`config.mk`:
```
export PLATFORM = sky130hd
export DESIGN_NAME = compact_signed_varint_decoder
export DESIGN_NICKNAME = d
export VERILOG_FILES = /design/src/rtl/core/csvd_pkg.sv /design/src/rtl/core/compact_signed_varint_decoder.sv /design/src/rtl/core/csvd_step.sv
export SDC_FILE = /design/constraint.sdc
export NUM_CORES = 1
export LEC_CHECK = 0
export BUFFER_PORTS_ARGS = -buffer_cell sky130_fd_sc_hd__buf_2
export CAP_MARGIN = 0
export CORE_UTILIZATION = 35
export DETAILED_ROUTE_END_ITERATION = 16
export HOLD_SLACK_MARGIN = 0.08
export PLACE_DENSITY_LB_ADDON = 0.2
export SYNTH_ARGS = -nofsm -noshare
export SYNTH_HDL_FRONTEND = slang
export SYNTH_HIERARCHICAL = 1
export SYNTH_SLANG_ARGS = --single-unit
```
`constraint.sdc`:
```
create_clock -name clk -period 4.6 [get_ports clk]
set_input_delay 0.92 -clock clk [delete_from_list [all_inputs] [get_ports clk]]
set_output_delay 0.92 -clock clk [all_outputs]
set_load 0.01 [all_outputs]
```
`src/rtl/core/csvd_pkg.sv`:
```
// ----------------------------------------------------------------------------
// csvd_pkg: shared types and constants for the compact signed varint decoder
// Word layouts on both channels, decoder state and status codes.
// ----------------------------------------------------------------------------
package csvd_pkg;

    // Status codes carried in the result word
    localparam logic [1:0] ST_OK        = 2'd0;
    localparam logic [1:0] ST_TOO_LONG  = 2'd1;
    localparam logic [1:0] ST_OVERFLOW  = 2'd2;
    localparam logic [1:0] ST_TRUNCATED = 2'd3;

    // Longest encoding in bytes, and the largest payload the last byte may hold
    localparam logic [2:0] LONGEST_CODE = 3'd5;
    localparam logic [6:0] LAST_PAY_MAX = 7'h0f;

    localparam int MAG_W = 31;

    typedef struct packed {
        logic [7:0] data_byte;
        logic       buffer_end;
    } in_word_t;

    typedef struct packed {
        logic signed [31:0] decoded_value;
        logic [2:0]         byte_count;
        logic [1:0]         status;
    } out_word_t;

    // Decoder state carried from byte to byte
    typedef struct packed {
        logic             open_val;
        logic             sign;
        logic [2:0]       count;
        logic [MAG_W-1:0] mag;
    } dec_state_t;

endpackage

```
`src/rtl/core/compact_signed_varint_decoder.sv`:
```
// ----------------------------------------------------------------------------
// compact_signed_varint_decoder: sign-magnitude compact index decoder
// Path: a word is taken into the input register, decoded there by the step and
//   its result (if any) is loaded into and presented from the result register.
// Throughput: one byte per cycle, set by the single decode step between the
//   input register and the result register; stalls only on result backpressure.
// Reset (rst_n low, asynchronous): both registers empty, decoder awaits a first byte.
// ----------------------------------------------------------------------------
module compact_signed_varint_decoder (
    input  logic                clk,
    input  logic                rst_n,
    input  logic                item_valid,
    output logic                item_ready,
    input  csvd_pkg::in_word_t  item,
    output logic                result_valid,
    input  logic                result_ready,
    output csvd_pkg::out_word_t result
);

    // input register
    logic                 in_valid_reg;
    csvd_pkg::in_word_t   in_word_reg;

    // decoder state across the bytes of one value
    csvd_pkg::dec_state_t state_reg;
    csvd_pkg::dec_state_t state_next;

    // result register
    logic                 out_valid_reg;
    csvd_pkg::out_word_t  out_word_reg;

    logic                 step_res_valid;
    csvd_pkg::out_word_t  step_res;
    logic                 out_free;
    logic                 advance;

    csvd_step u_step (
        .state      (state_reg),
        .word       (in_word_reg),
        .state_next (state_next),
        .res_valid  (step_res_valid),
        .res        (step_res)
    );

    // The result slot frees when empty or when its word leaves this cycle.
    assign out_free = !out_valid_reg || result_ready;

    // Advance the held byte unless it makes a result and the slot is blocked.
    // A byte that only extends the value never waits on the output side.
    assign advance = in_valid_reg && (!step_res_valid || out_free);

    // Take a new byte whenever the input register empties this cycle.
    assign item_ready = !in_valid_reg || advance;

    always_ff @(posedge clk or negedge rst_n)
    begin
        if (!rst_n)
        begin
            in_valid_reg  <= 1'b0;
            state_reg     <= '0;
            out_valid_reg <= 1'b0;
        end
        else
        begin
            if (item_ready)
                in_valid_reg <= item_valid;
            if (advance)
                state_reg <= state_next;
            // load a fresh result, or drop the taken one
            if (advance && step_res_valid)
                out_valid_reg <= 1'b1;
            else if (result_ready)
                out_valid_reg <= 1'b0;
        end
    end

    always_ff @(posedge clk)
    begin
        if (item_ready && item_valid)
            in_word_reg <= item;
        if (advance && step_res_valid)
            out_word_reg <= step_res;
    end

    assign result_valid = out_valid_reg;
    assign result       = out_word_reg;

endmodule

```
`src/rtl/core/csvd_step.sv`:
```
// ----------------------------------------------------------------------------
// csvd_step: one-byte decode step
// Combines the current decoder state with one input byte and gives the next
// state and, when the value ends or fails, one result word.
// ----------------------------------------------------------------------------
module csvd_step (
    input  csvd_pkg::dec_state_t state,
    input  csvd_pkg::in_word_t   word,
    output csvd_pkg::dec_state_t state_next,
    output logic                 res_valid,
    output csvd_pkg::out_word_t  res
);

    logic [6:0]                 payload;
    logic                       more;
    logic                       sign_n;
    logic [2:0]                 count_n;
    logic [csvd_pkg::MAG_W-1:0] mag_n;
    logic [csvd_pkg::MAG_W-1:0] shifted;
    logic                       fail_ovf;
    logic                       fail_long;
    logic [31:0]                mag_ext;

    assign payload = word.data_byte[6:0];

    always_comb
    begin
        // place the payload at its group position; out-of-range counts use the last group
        unique case (state.count)
            3'd1:    shifted = {18'b0, payload, 6'b0};
            3'd2:    shifted = {11'b0, payload, 13'b0};
            3'd3:    shifted = {4'b0, payload, 20'b0};
            default: shifted = {payload[3:0], 27'b0};
        endcase
    end

    always_comb
    begin
        fail_ovf  = 1'b0;
        fail_long = 1'b0;
        if (!state.open_val)
        begin
            sign_n  = word.data_byte[7];
            mag_n   = {25'b0, word.data_byte[5:0]};
            count_n = 3'd1;
            more    = word.data_byte[6];
        end
        else
        begin
            sign_n  = state.sign;
            mag_n   = state.mag | shifted;
            more    = word.data_byte[7];
            unique case (state.count)
                3'd1:    count_n = 3'd2;
                3'd2:    count_n = 3'd3;
                3'd3:    count_n = 3'd4;
                default: count_n = csvd_pkg::LONGEST_CODE;
            endcase
            if (count_n == csvd_pkg::LONGEST_CODE)
            begin
                fail_ovf  = payload > csvd_pkg::LAST_PAY_MAX;
                fail_long = more;
            end
        end
    end

    assign mag_ext = {1'b0, mag_n};

    always_comb
    begin
        res.decoded_value = '0;
        res.byte_count    = count_n;
        res.status        = csvd_pkg::ST_OK;
        res_valid         = 1'b1;
        priority if (fail_ovf)
            res.status = csvd_pkg::ST_OVERFLOW;
        else if (fail_long)
            res.status = csvd_pkg::ST_TOO_LONG;
        else if (!more)
            res.decoded_value = sign_n ? $signed(32'd0 - mag_ext) : $signed(mag_ext);
        else if (word.buffer_end)
            res.status = csvd_pkg::ST_TRUNCATED;
        else
            res_valid = 1'b0;
    end

    always_comb
    begin
        // any result starts the decoder afresh
        if (res_valid)
        begin
            state_next = '0;
        end
        else
        begin
            state_next.open_val = 1'b1;
            state_next.sign     = sign_n;
            state_next.count    = count_n;
            state_next.mag      = mag_n;
        end
    end

endmodule
```
Word level (Yosys, flattened, before mapping). Index checks and enable logic that the tools add are counted.

Output and inout port bits: 39. Word-level logic and storage cells: 54. Register bits: 84. Bits of input ports: 13.

Reduce and logical (&&, ||, !) cells: 12. Eq/ne operators: 4. Bitwise gates (word level): 2. Muxes and demuxes: 22. Order comparisons: 1. $add $sub $neg: 1.

Operators by type and width (number): 31-bit one-hot mux with 3 select lines (1); 31-bit two-way mux (2); 36-bit two-way mux (1); 1-bit by 31-bit subtractor with 32-bit output (first input constant) (1); 31-bit bitwise OR (1); 1-bit two-way mux (12); 3-bit one-hot mux with 3 select lines (1); 7-bit by 4-bit greater-than comparator with 1-bit output (second input constant) (1); 3-bit by 2-bit equality test with 1-bit output (second input constant) (2); 2-bit two-way mux (3); 3-bit two-way mux (2); 4-bit OR reduction (1); 3-bit by 1-bit equality test with 1-bit output (second input constant) (1); 3-bit equality test (second input constant) (1); 1-bit logical AND (3); 1-bit zero test (3); 1-bit logical OR (3); 3-bit OR reduction (1); 2-bit nonzero test (1); 1-bit NOT (1).

Depth between registers and ports, before layout.
Depth after elaboration: 13. Gate-level depth with buffers: 14. Gate-level depth less buffers: 8.

Modules after synthesis. The synthesis kept the hierarchy.

Modules (own cells, without submodules): compact_signed_varint_decoder (cells an instance 261, instances 1, area each 3633.5 um2, sequential area each 2332.2 um2); csvd_step (cells an instance 319, instances 1, area each 1985.7 um2, sequential area each 0.0 um2).

Worst setup path before layout. OpenSTA, ideal clock, no wires.

Path type: flip-flop to flip-flop. From: register state_reg[35] in the netlist's numbering. To: register out_word_reg, in the netlist result[0] (enable). Clock period less this slack: 4.153 ns. Arrival time: 3.722 ns. Required time: 4.169 ns. Stages on the path, launching flop included: 13. Slack: 0.447 ns. Library setup time: 0.431 ns. Buffers on the path: 7. Cells stage by stage: dfrtp_1 -> buf_6 -> buf_2 -> buf_2 -> buf_2 -> buf_2 -> nand3_1 -> nand2_1 -> nand2_1 -> clkbuf_1 -> buf_2 -> nand2_1 -> nor2_1.

Longest elaborated chain between the ends: 8. Elaborated cells on any way between the ends: 10. Those cells by class: 6 x mux; 4 x reduce/logical.

RTL lines: from (decl) (line compact_signed_varint_decoder.sv:25) `csvd_pkg::dec_state_t state_reg;`; from (signal assigned) (line compact_signed_varint_decoder.sv:68) `state_reg <= state_next;`; 1-bit two-way mux (line csvd_step.sv:41) `if (!state.open_val)`; 1-bit two-way mux (line csvd_step.sv:79) `else if (!more)`; 1-bit two-way mux (line csvd_step.sv:77) `else if (fail_long)`; 1-bit two-way mux (*) (line csvd_step.sv:75) `priority if (fail_ovf)`; named net step_res_valid (line compact_signed_varint_decoder.sv:32) `logic step_res_valid;`; 1-bit zero test (line compact_signed_varint_decoder.sv:50) `assign advance = in_valid_reg && (!step_res_valid || out_free);`; 1-bit logical OR (line compact_signed_varint_decoder.sv:50); 1-bit logical AND (line compact_signed_varint_decoder.sv:50); 1-bit logical AND (*) (line compact_signed_varint_decoder.sv:81) `if (advance && step_res_valid)`; to (signal assigned) (line compact_signed_varint_decoder.sv:82) `out_word_reg <= step_res;`; to (decl) (line compact_signed_varint_decoder.sv:30) `csvd_pkg::out_word_t out_word_reg;`.

The timed path passes the listed nets; every way through them passes the cells marked *. A chain may end at the register's enable or synchronous reset.

Final worst setup path.
From: register state_reg[35] in the netlist's numbering. To: output port item_ready.

Longest elaborated chain between the ends: 8. Elaborated cells on any way between the ends: 10. Those cells by class: 6 x mux; 4 x reduce/logical.

RTL lines: 1-bit two-way mux (line csvd_step.sv:41); 1-bit two-way mux (line csvd_step.sv:79); 1-bit two-way mux (line csvd_step.sv:77); 1-bit two-way mux (*) (line csvd_step.sv:75); named net step_res_valid (line compact_signed_varint_decoder.sv:32); 1-bit zero test (*) (line compact_signed_varint_decoder.sv:50); 1-bit logical OR (*) (line compact_signed_varint_decoder.sv:50); 1-bit logical AND (*) (line compact_signed_varint_decoder.sv:50); 1-bit logical OR (*) (line compact_signed_varint_decoder.sv:53) `assign item_ready = !in_valid_reg || advance;`; to (decl) (line compact_signed_varint_decoder.sv:13) `output logic item_ready,`.

Marks and branches as above.

==> results.tsv <==
metric	value	unit
outcome	complete, no violations	
worst-skew pair later-pin latency	0.35	ns
vias in the first global route	4268	
# placed instances	796	
ratio of cells with drive above 1 in the final layout	0.206	
WL/cell	18.6	µm
wire length on met3	911	µm
Finished Layout Cells	812	
Final WS setup	1.18	ns
drt pass-1 iters	5	
# rows	45	
Worst EP arrival	2.50	ns
htree depth	3	
highest metal used	met4	
register share of total power	0.402	
TritonCTS Buffers	9	
worst reg2reg path startpoint	state_reg[35]	
VDD IR-drop max	0.000213	V
Vias/cell	5.57	
Synth Flop Type	edfxtp_1	
Synth area leaders	edfxtp_1 (25%), dfrtp_1 (17%), o211ai_2 (6.7%), nand4b_1 (5.9%), nand2b_1 (5.7%)	
most common cell after layout, fill and taps aside	nor2_1	
combinational share of power	0.301	
Rel. slew slack	0.265	
most frequent cells in the layout	nor2_1 (75), nand2_1 (56), nand2b_1 (51), buf_2 (51), edfxtp_1 (46)	
critical path type	reg -> out	
number of top-level pins	52	
RSZ-0062 raised after global routing	false	
register area share after synthesis	0.415	
Routed Antenna Nets	0	
number of synthesized flops with an enable pin	46	
port bufs	51	
R2R setup slack	1.18	ns
hold path cells	2	
dpl hpwl	9.99	mm
crit path max fanout	38	
DIE WIDTH	129	µm
initial antenna violation count	0	
final worst path period need	3.42	ns
Max clock buf depth	2	
drc violations	0	
total grt overflow	0	
Fmax achieved	292	MHz
switching portion of total power	0.360	
cell leakage power	2.39	nW
share of total power in the clock network	0.297	
cts repair resizes	0	
leading area contributor after synthesis	edfxtp_1	
CP required	3.68	ns
internal power	1.65	mW
syn nets	594	
yosys warns	6	
worst reg2reg path endpoint	result[33]	
Antenna Cells	0	
largest net degree at the start of global routing	57	
Final period util	0.744	
asr flop ratio synth	0.452	
first-pass GRT wire length	24.3	mm
critical path startpoint	state_reg[35]	
setup TNS	0	ns
nets	610	
Netlist cell types	63	
met1 WL	7.63	mm
CTS sink count	84	
Layout area overhead	10.6	%
Post-Place Worst Slack	1.31	ns
Max Cap Viol	0	
register bit total from synthesis	84	
Starting Density	0.364	
Worst Max-Slew Pin Slew	1.10	ns
Worst Hold End	state_reg[26]	
Hold Path Class	reg -> reg	
clock skew	0.00674	ns
Global Route Usage Sum	0.193	
Sw Pwr	927	µW
Max Transition Viols Final	0	
Post-Syn Instances	580	
clock root buffer	clkbuf_16	
DIE HEIGHT	129	µm
utilization after layout	0.403	
CTS tree	done	
hold wc startpoint	state_reg[26]	
pwr dens	415	nW/µm²
total wire length	15.1	mm
worst r2r path cells	7	
critical path launch point type	register	
Post-CTS Hold Buffers	0	
synthesized area	5620	µm²
GPL Wtd Cong	0.857	
DRT iter0 DRCs	343	
final hold vios	0	
endpoint type of the worst setup path	output port	
number of flip-flops in the largest register	37	
CTS clk-pin slew, worst paths	0.06	ns
total number of vias	4524	
final setup vio count	0	
# Post-CTS Setup Buffers	0	
Die ar.	16600	µm²
met2 routed WL	6.38	mm
core region area	15400	µm²
Synth top area share	0.246	
Syn Area/Cell	9.69	µm²
## power by group through the flow
stage	logic, mW	clock network (mW)	registers, mW
after detailed placement	0.770	0	1.05
after global placement	0.755	0	1.05
final	0.775	0.766	1.04
after floorplan	0.597	0	1.02
after global routing	0.842	0.820	1.05
after CTS	0.773	0.786	1.04
## Yosys cell counts (all sizes together), types with 2 or more instances
cell	count
a211oi	4
a21oi	11
dfrtp	38
o41ai	7
and4b	5
xnor2	16
nor4bb	6
nand3b	3
mux2i	9
a31oi	3
nor3b	6
nor3	6
nand2	57
nand4b	39
a21boi	2
o21ai	35
o31a	3
and2	5
o22ai	3
inv	6
a311oi	2
nor4	4
nand3	3
xor2	3
edfxtp	46
clkbuf	19
o31ai	7
nand2b	51
buf	33
nor2	76
a21o	4
o211ai	37
o21a	7
o21bai	2
nor2b	7
## stage by stage
| step | hold WS [ns] | total power, mW | cell area (µm²) |
|---|---|---|---|
| after detailed placement | 0.513 | 1.82 | 5900 |
| final | 0.532 | 2.58 | 6210 |
| after global routing | 0.549 | 2.71 | 6210 |
| after floorplan | 0.482 | 1.61 | 5620 |
| after CTS | 0.533 | 2.60 | 6210 |
| after global placement | 0.507 | 1.80 | 5900 |
## metal layers
| layer | up-vias | global-route usage |
|---|---|---|
| met5 | - | 0 |
| met3 | 14 | 0.0378 |
| met1 | 2226 | 0.285 |
| met4 | 0 | 0.0630 |
| met2 | 143 | 0.280 |
| li1 | 2141 | - |
## logic make-up (layout without fill, tap and decap cells)
| kind of cell | after synthesis | count (layout) | share of synthesized area |
|---|---|---|---|
| XOR/XNOR | 19 | 19 | 0.0296 |
| multiplexers | 10 | 10 | 0.0180 |
| adder cells (fa/ha/maj) | 1 | 1 | 0.00223 |
| AO/OA/AOI/OAI | 133 | 133 | 0.196 |
| AND/OR/NAND/NOR | 275 | 275 | 0.283 |
| buffers and inverters | 58 | 79 | 0.0561 |
| flip-flops | 84 | 84 | 0.415 |
## worst max-delay path by stage
stage               cells past startpoint    endpoint
floorplan                              12   result[0]
global placement                        7  result[29]
detailed placement                      6  result[22]
CTS                                     6  item_ready
global route                            7  result[33]
finish                                  6  item_ready
## layout make-up
class                   instances  area [µm²]
multi-input cells             438        2980
fillers                      1573        9210
well taps                     211         264
inverters                       6        22.5
repair buffers                 57         300
clock buffers                  10         239
clock inverters                 6        71.3
flip-flops and latches         84        2330
## worst max-delay path, stage by stage, from the launching register on
cell and delay [ns]:
dfrtp_2 0.74, buf_4 0.44, nand2b_1 0.19, nand2_1 0.08
nand2_2 0.30, nand3_1 0.20, buf_2 0.19
(Power assumes the default switching activity.)
